[src/design/rrip_pkg.sv]
package rrip_pkg;

   localparam int SETS          = 2048;
   localparam int WAYS          = 16;
   localparam int SET_BITS      = 11;
   localparam int WAY_BITS      = 4;
   localparam int LEADER_SETS   = 64;
   localparam int COUNTER_BITS  = 10;
   localparam int DECAY_PERIOD  = 8192;
   localparam int DECAY_BITS    = 13;
   localparam int HIST_DEPTH    = 4;
   localparam int HIST_BITS     = 2;
   localparam int ADDR_BITS     = 48;
   localparam int EPOCH_BITS    = 8;
   localparam logic [1:0] FAR_AGE = 2'd3;
   localparam logic [COUNTER_BITS-1:0] DUEL_MID = COUNTER_BITS'(1 << (COUNTER_BITS - 1));
   localparam logic [COUNTER_BITS-1:0] DUEL_MAX = COUNTER_BITS'((1 << COUNTER_BITS) - 1);

   // One way of replacement state, packed for a per-set row.
   typedef struct packed {
      logic [1:0] age;
      logic [1:0] reuse;
   } way_state_type;

   typedef way_state_type [WAYS-1:0] set_row_type;

   typedef struct packed {
      logic                  mode;
      logic [SET_BITS-1:0]   set_index;
      logic [WAY_BITS-1:0]   way;
      logic [WAYS-1:0]       valid_mask;
      logic [ADDR_BITS-1:0]  address;
      logic                  hit;
      logic [4:0]            chance;
   } req_type;

   typedef struct packed {
      logic [WAY_BITS-1:0] victim_way;
      logic [1:0]          insert_age;
      logic                stream_seen;
   } rsp_type;

   typedef enum logic [2:0] {
      ST_CLEAR,
      ST_IDLE,
      ST_READ,
      ST_EXEC,
      ST_OUT
   } state_type;

   // Commands from the controller to the datapath.
   typedef struct packed {
      logic clear_step;
      logic load;
      logic read;
      logic exec;
      logic rsp_load;
      logic scrub;
   } cmd_type;

   typedef struct packed {
      logic clear_done;
   } status_type;

endpackage

[src/design/rrip_controller.sv]
module rrip_controller (
   input  logic                 clock,
   input  logic                 reset,
   input  logic                 req_valid,
   output logic                 req_stall,
   output logic                 rsp_valid,
   input  logic                 rsp_stall,
   input  rrip_pkg::status_type status,
   output rrip_pkg::cmd_type    cmd
);

   rrip_pkg::state_type state_ff, state_in;

   // State register.
   always_ff @(posedge clock) begin
      if (reset) state_ff <= rrip_pkg::ST_CLEAR;
      else       state_ff <= state_in;
   end

   // Next state and commands.
   always_comb begin
      state_in  = state_ff;
      cmd       = '0;
      req_stall = 1'b1;
      rsp_valid = 1'b0;
      unique case (state_ff)
         rrip_pkg::ST_CLEAR: begin
            cmd.clear_step = 1'b1;
            if (status.clear_done) state_in = rrip_pkg::ST_IDLE;
         end
         rrip_pkg::ST_IDLE: begin
            req_stall = 1'b0;
            cmd.load  = 1'b1;
            if (req_valid) state_in = rrip_pkg::ST_READ;
         end
         rrip_pkg::ST_READ: begin
            cmd.read = 1'b1;
            state_in = rrip_pkg::ST_EXEC;
         end
         rrip_pkg::ST_EXEC: begin
            cmd.exec     = 1'b1;
            cmd.rsp_load = 1'b1;
            state_in     = rrip_pkg::ST_OUT;
         end
         rrip_pkg::ST_OUT: begin
            rsp_valid = 1'b1;
            // One set is scrubbed as the response leaves.
            cmd.scrub = !rsp_stall;
            if (!rsp_stall) state_in = rrip_pkg::ST_IDLE;
         end
         default: state_in = rrip_pkg::ST_IDLE;
      endcase
   end

endmodule

[config.mk]
export PLATFORM = sky130hd
export DESIGN_NAME = rrip_controller
export DESIGN_NICKNAME = d
export VERILOG_FILES = /design/src/design/rrip_pkg.sv /design/src/design/rrip_controller.sv
export SDC_FILE = /design/constraint.sdc
export NUM_CORES = 1
export LEC_CHECK = 0
export BUFFER_PORTS_ARGS = -buffer_cell sky130_fd_sc_hd__buf_2
export CORE_AREA = 10 10 47 49
export CTS_BUF_LIST = sky130_fd_sc_hd__clkbuf_2 sky130_fd_sc_hd__clkbuf_4 sky130_fd_sc_hd__clkbuf_8
export CTS_CLUSTER_SIZE = 8
export DETAILED_ROUTE_END_ITERATION = 10
export DIE_AREA = 0 0 57 59
export PLACE_DENSITY = 0.4
export SETUP_SLACK_MARGIN = 0.2
export SYNTH_ARGS = -nofsm -noshare
export SYNTH_HDL_FRONTEND = slang
export SYNTH_SLANG_ARGS = --single-unit
[constraint.sdc]
create_clock -name clock -period 2.4 [get_ports clock]
set_clock_uncertainty 0.1 [all_clocks]
set_input_delay 0.72 -clock clock [delete_from_list [all_inputs] [get_ports clock]]
set_output_delay 0.72 -clock clock [all_outputs]
set_load 0.05 [all_outputs]
==> results of run 1 <==
==> cell type report <==
class	count	area share, %
Clock buffer	4	9.959
Inverter	1	1.245
Multi-Input combinational cell	17	41.49
Sequential cell	3	19.92
Tap cell	16	6.639
Timing Repair Buffer	12	20.75
==> kinds of logic after synthesis <==
group	after synthesis
DFF	3
AOI/OAI and AO/OA	5
buffers and inverters	2
and+or+nand+nor	12
==> cell usage in the layout, fill, tap and decap left out <==
master	instances
o21ai_0	1
nor3_2	1
buf_2	11
a211oi_1	1
inv_1	1
nand2_1	1
o21a_1	1
nor2b_2	1
nor2_2	1
and2_1	1
nor2b_4	1
dfxtp_1	3
a32oi_1	1
nor2_1	2
a211oi_2	1
nand2b_1	2
clkbuf_4	5
nand3b_1	1
and2_2	1
==> synth_stat cells <==
cell	instances
a211oi_1	1
a211oi_2	1
a32oi_1	1
and2_1	1
and2_2	1
buf_4	1
dfxtp_1	3
inv_1	1
nand2_1	1
nand2b_1	2
nand3b_1	1
nor2_1	3
nor2b_2	1
nor2b_4	1
nor3_1	1
o21a_1	1
o21ai_0	1
==> power groups by stage <==
stage / Combinational (mW) / Sequential [mW] / Clock [mW]
final: 0.0660 / 0.0592 / 0.0981
after floorplan: 0.0509 / 0.0584 / 0
after CTS: 0.0663 / 0.0586 / 0.103
after global routing: 0.0709 / 0.0596 / 0.103
after detailed placement: 0.0662 / 0.0594 / 0
after global placement: 0.0666 / 0.0597 / 0
==> worst max-delay path by stage <==
stage                                  start     end  slack (ps)  depth (start not counted)
floorplan           state_ff[0]$_SDFFE_PP0P_  cmd[4]         250                          3
global placement                   rsp_stall  cmd[0]         380                          3
detailed placement                 rsp_stall  cmd[0]         380                          3
CTS                 state_ff[1]$_SDFFE_PP0P_  cmd[0]         220                          4
global route        state_ff[0]$_SDFFE_PP0P_  cmd[1]         210                          3
finish              state_ff[1]$_SDFFE_PP0P_  cmd[0]         300                          4
==> worst min-delay path, cell delays in order (launching register included) <==
cell and delay [ps]:
dfxtp_1 340, nand3b_1 110, a211oi_1 70
==> routing by layer <==
metal  GRT usage, %  vias up
li1               -      106
met1          3.095       78
met2          2.481       12
met3          3.863        0
met4          3.020        0
met5              0        -
==> metrics.cfg, run 1 <==
[routing]
firstDrtPassIters=2
drc_errors=0
first_iter_violations=2
wl_met2_um=152
m1WireLength_um=231
ant_nets=0
met3_length_um=134
wl_per_cell_um=9.774
highest_layer=met3
avgViaCountPerCell=3.698
drt-total-wl_um=518
vias=196

[power_and_ir_drop]
sequentialPowerShare_pct=26.5
pwr-share-clk_pct=43.9
p_comb_share_pct=29.6
power_uw=223.3
power_density_mw_per_mm2=740.7
switching_share_pct=34.72
power.internal_uw=145.8
p_leak_nw=0.1409
p_switching_uw=77.54
vdd_drop_max_mv=0.1972

[die]
die_h_um=59
die_x_um=57
core_mm2=0.001401
start_util_pct=13.48
rows=14
io_pins=13
design.die.area_mm2=0.003363

[sta]
rsz0062_at_grt=false
drv_slew=0
period_needed_ps=2100
post-route-period-util_pct=87.50
tns_ps=0
fmax_ghz=0.4762
whs_ps=465.8
hold_viol=0
setup_viol=0
relSlewSlack_pct=82.29
fin_ws_ps=299.9
tightestPinTransition_ps=265.2

[cts]
clk_path_buf_depth=2
post_cts_resized=0
postCtsSetupBuffers=0
numCtsBuffers=3
cts.reportedPaths.clkPinSlew_ps=40
ctsHtreeMaxLevel=1
cts_tree=done
cts_root_buf=clkbuf_4
cts_sinks=3
insertion_delay_ps=230
cts_hold_buf=0

[logic_synthesis]
synthSimpleGateAreaFrac_pct=40.40
yosysSeqAreaShare_pct=31.79
synth_mux_area_share_pct=0
syn-mean-instance-area_um2=8.588
synth_top_family_by_area=simple AND/OR/NAND/NOR gates
ys_warn_count=0
synthAdderAreaFrac_pct=0
netlist_top_cells_area=dfxtp_1 32%, nor2b_4 7.3%, a211oi_2 6.6%, nand2b_1 6.6%, nor2_1 6.0%
yosys.area.top_type_share_pct=31.79
synth_cell_types=17
synth_area_um2=188.9
synth_largest_area_cell=dfxtp_1
postSynthCellCount=22
synth_compound_area_share_pct=21.85
ys_seq_elements=3
syn_nets=27
synth_xor_area_share_pct=0

[finish]
antenna_cells=0
postLayoutCellArea_um2=301.5
reg.largest.list=state_ff (3)
fin_util_pct=21.52
seqCellArea_um2=60.06
fill_cells=168
regMostFlops=state_ff
syn_to_final_growth_pct=59.60
largest_reg_flops=3
fin_cells=53
multi_input_area_um2=125.1
drive_above_1_share_pct=59.46
fin_nets=43

[place]
post-place-cells=49
dp_slack_ps=382.6
gp_congestion=0.6841
placed_cell_area_um2=266.5
port_buffers=12

[global_routing]
grt_use_total_pct=2.984
grt_overflow_total=0
grt_pass1_vias=196
antenna_found_initial=0
grt_start_max_net_pins=9
grt_pass1_wl_um=752

[setup_path]
cpPeakStageDelay_ps=450
crit_path_end_kind=output pin
slowest_stage=dfxtp_1
regToRegSetupSlack_ps=1360
r2r_cells=3
worstPathMaxFanout=8
path_cells=nor2_2 > and2_2 > nor2b_4 > clkbuf_4
cp_num_buf_inv=1
critPathLaunchType=flop
regToRegEndpoint=state_ff[0]$_SDFFE_PP0P_
rr_startpoint=state_ff[0]$_SDFFE_PP0P_
worst_ep_required_time_ps=1580
crit_family=flip-flops
worstSetupPathType=reg2out
arrival_ps=1280

[min_path]
hold_end=state_ff[1]$_SDFFE_PP0P_
worstHoldStart=state_ff[0]$_SDFFE_PP0P_
min_delay_path_depth=2
min_path_type=reg2reg

[flow_run]
drv_cap=0

[run_status]
status=completed

No activity file was read; power rests on OpenSTA's default activity.
==> run 2: changes to the inputs <==
--- a/config.mk
+++ b/config.mk
@@ -11,8 +11,10 @@
 export CTS_CLUSTER_SIZE = 8
 export DETAILED_ROUTE_END_ITERATION = 10
 export DIE_AREA = 0 0 57 59
+export MAX_ROUTING_LAYER = met4
 export PLACE_DENSITY = 0.4
 export SETUP_SLACK_MARGIN = 0.2
+export SLEW_MARGIN = 30
 export SYNTH_ARGS = -nofsm -noshare
 export SYNTH_HDL_FRONTEND = slang
 export SYNTH_SLANG_ARGS = --single-unit
==> metrics.cfg, run 2 (synthesized netlist as in run 1, its figures left out) <==
[die]
start_util_pct=13.48  ; unchanged
die_h_um=59  ; unchanged
io_pins=13  ; unchanged
die_x_um=57  ; unchanged
core_mm2=0.001401  ; unchanged
rows=14  ; unchanged
design.die.area_mm2=0.003363  ; unchanged

[power_and_ir_drop]
vdd_drop_max_mv=0.1972  ; about the same
p_leak_nw=0.1409  ; unchanged
power_density_mw_per_mm2=740.5  ; was 740.7 mW/mm2

[routing]
avgViaCountPerCell=3.698  ; unchanged
first_iter_violations=2  ; unchanged
wl_per_cell_um=9.774  ; unchanged
firstDrtPassIters=2  ; unchanged
drc_errors=0  ; unchanged
vias=196  ; unchanged
ant_nets=0  ; unchanged
drt-total-wl_um=518  ; unchanged

[sta]
fmax_ghz=0.4762  ; about the same
hold_viol=0  ; unchanged
post-route-period-util_pct=87.50  ; about the same
relSlewSlack_pct=82.29  ; about the same
rsz0062_at_grt=false  ; unchanged
setup_viol=0  ; unchanged
period_needed_ps=2100  ; about the same
drv_slew=0  ; unchanged
tns_ps=0  ; unchanged
whs_ps=465.9  ; was 465.8 ps
tightestPinTransition_ps=265.2  ; about the same

[finish]
reg.largest.list=state_ff (3)  ; unchanged
fill_cells=168  ; unchanged
syn_to_final_growth_pct=59.60  ; unchanged
largest_reg_flops=3  ; unchanged
antenna_cells=0  ; unchanged
final_cell_mix=11 x buf_2, 5 x clkbuf_4, 3 x dfxtp_1, 2 x nand2b_1, 2 x nor2_1  ; unchanged
drive_above_1_share_pct=59.46  ; unchanged
regMostFlops=state_ff  ; unchanged
fin_nets=43  ; unchanged
layout_commonest_cell=buf_2  ; unchanged

[setup_path]
cpPeakStageDelay_ps=450  ; about the same
crit_path_end_kind=output pin  ; unchanged
rr_startpoint=state_ff[0]$_SDFFE_PP0P_  ; unchanged
regToRegSetupSlack_ps=1360  ; about the same
worstPathMaxFanout=8  ; unchanged
arrival_ps=1280  ; about the same
worstSetupPathType=reg2out  ; unchanged
worst_ep_required_time_ps=1580  ; about the same
r2r_cells=3  ; unchanged
cp_num_buf_inv=1  ; unchanged
path_cells=nor2_2 > and2_2 > nor2b_4 > clkbuf_4  ; unchanged
slowest_stage=dfxtp_1  ; unchanged
crit_family=flip-flops  ; unchanged
critPathLaunchType=flop  ; unchanged
regToRegEndpoint=state_ff[0]$_SDFFE_PP0P_  ; unchanged

[cts]
ctsHtreeMaxLevel=1  ; unchanged
cts.reportedPaths.clkPinSlew_ps=40  ; about the same
insertion_delay_ps=230  ; about the same
cts_sinks=3  ; unchanged
clk_path_buf_depth=2  ; unchanged
cts_hold_buf=0  ; unchanged
cts_root_buf=clkbuf_4  ; unchanged
cts_tree=done  ; unchanged
numCtsBuffers=3  ; unchanged
postCtsSetupBuffers=0  ; unchanged

[min_path]
worstHoldStart=state_ff[0]$_SDFFE_PP0P_  ; unchanged
min_delay_path_depth=2  ; unchanged
hold_end=state_ff[1]$_SDFFE_PP0P_  ; unchanged
min_path_type=reg2reg  ; unchanged

[global_routing]
antenna_found_initial=0  ; unchanged
grt_pass1_wl_um=752  ; unchanged
grt_start_max_net_pins=9  ; unchanged
grt_use_total_pct=3.068  ; was 2.984%
grt_pass1_vias=196  ; unchanged
grt_overflow_total=0  ; unchanged

[place]
gp_congestion=0.6911  ; was 0.6841
port_buffers=12  ; unchanged

[run_status]
status=completed  ; unchanged

[flow_run]
drv_cap=0  ; unchanged

run 2: cell counts in the layout (fill, tap and decap cells not counted):
Identical to the previous run, type by type.
run 2: repair_timing:
item / in CTS / in global routing
endpoints found under the setup margin: 0 / 1
resized for setup: 0 / 2
hold endpoints to repair: 0 / 0
run 2: layout make-up:
cell class              count  area [um2]  area share [%]
multi-input cells          17       125.1           41.49
well taps                  16       20.02           6.639
repair buffers             12       62.56           20.75
clock buffers               4       30.03           9.959
flip-flops and latches      3       60.06           19.92
inverters                   1       3.754           1.245
run 2: how the worst max path moves through the flow:
stage                             startpoint     end  cells past startpoint  slack (ps)
finish              state_ff[1]$_SDFFE_PP0P_  cmd[0]                      4         300
global route        state_ff[0]$_SDFFE_PP0P_  cmd[1]                      3         210
CTS                 state_ff[1]$_SDFFE_PP0P_  cmd[0]                      4         220
detailed placement                 rsp_stall  cmd[0]                      3         380
global placement                   rsp_stall  cmd[0]                      3         380
floorplan           state_ff[0]$_SDFFE_PP0P_  cmd[4]                      3         250
run 2: tightest hold or removal path: cells and delay by family, from the launching register on:
family,cells,cell delay [ps]
DFF,1,340
and+or+nand+nor,1,110
AOI/OAI and AO/OA,1,70
run 2: stage by stage:
| step | power, mW | area [um2] | utilization (%) | setup slack, ps | instances |
|---|---|---|---|---|---|
| 2_1_floorplan | 0.1093 | 193.9 | - | 249.4 | 22 |
| 3_3_place_gp | 0.1263 | 266.5 | 19.02 | 382.9 | 49 |
| 3_5_place_dp | 0.1257 | 266.5 | 19.02 | 382.6 | 49 |
| 4_1_cts | 0.2282 | 296.5 | 21.16 | 217.7 | 53 |
| 5_1_grt | 0.2334 | 301.5 | 21.52 | 214.5 | 53 |
| 6_report | 0.2233 | 301.5 | 21.52 | 300.0 | 53 |
run 2: where the power goes:
| part | internal (mW) | switching [mW] | total (mW) |
|---|---|---|---|
| registers | 0.0536 | 0.00564 | 0.0592 |
| clock network | 0.0735 | 0.0246 | 0.0981 |
| logic | 0.0187 | 0.0473 | 0.0660 |
run 2: routing by layer:
| metal | track usage (%) | share of wire, % | vias to the layer above |
|---|---|---|---|
| met5 | - | 0 | - |
| met4 | 3.020 | 0 | 0 |
| met3 | 2.575 | 18 | 0 |
| li1 | - | - | 106 |
| met2 | 2.481 | 29 | 12 |
| met1 | 3.810 | 52 | 78 |
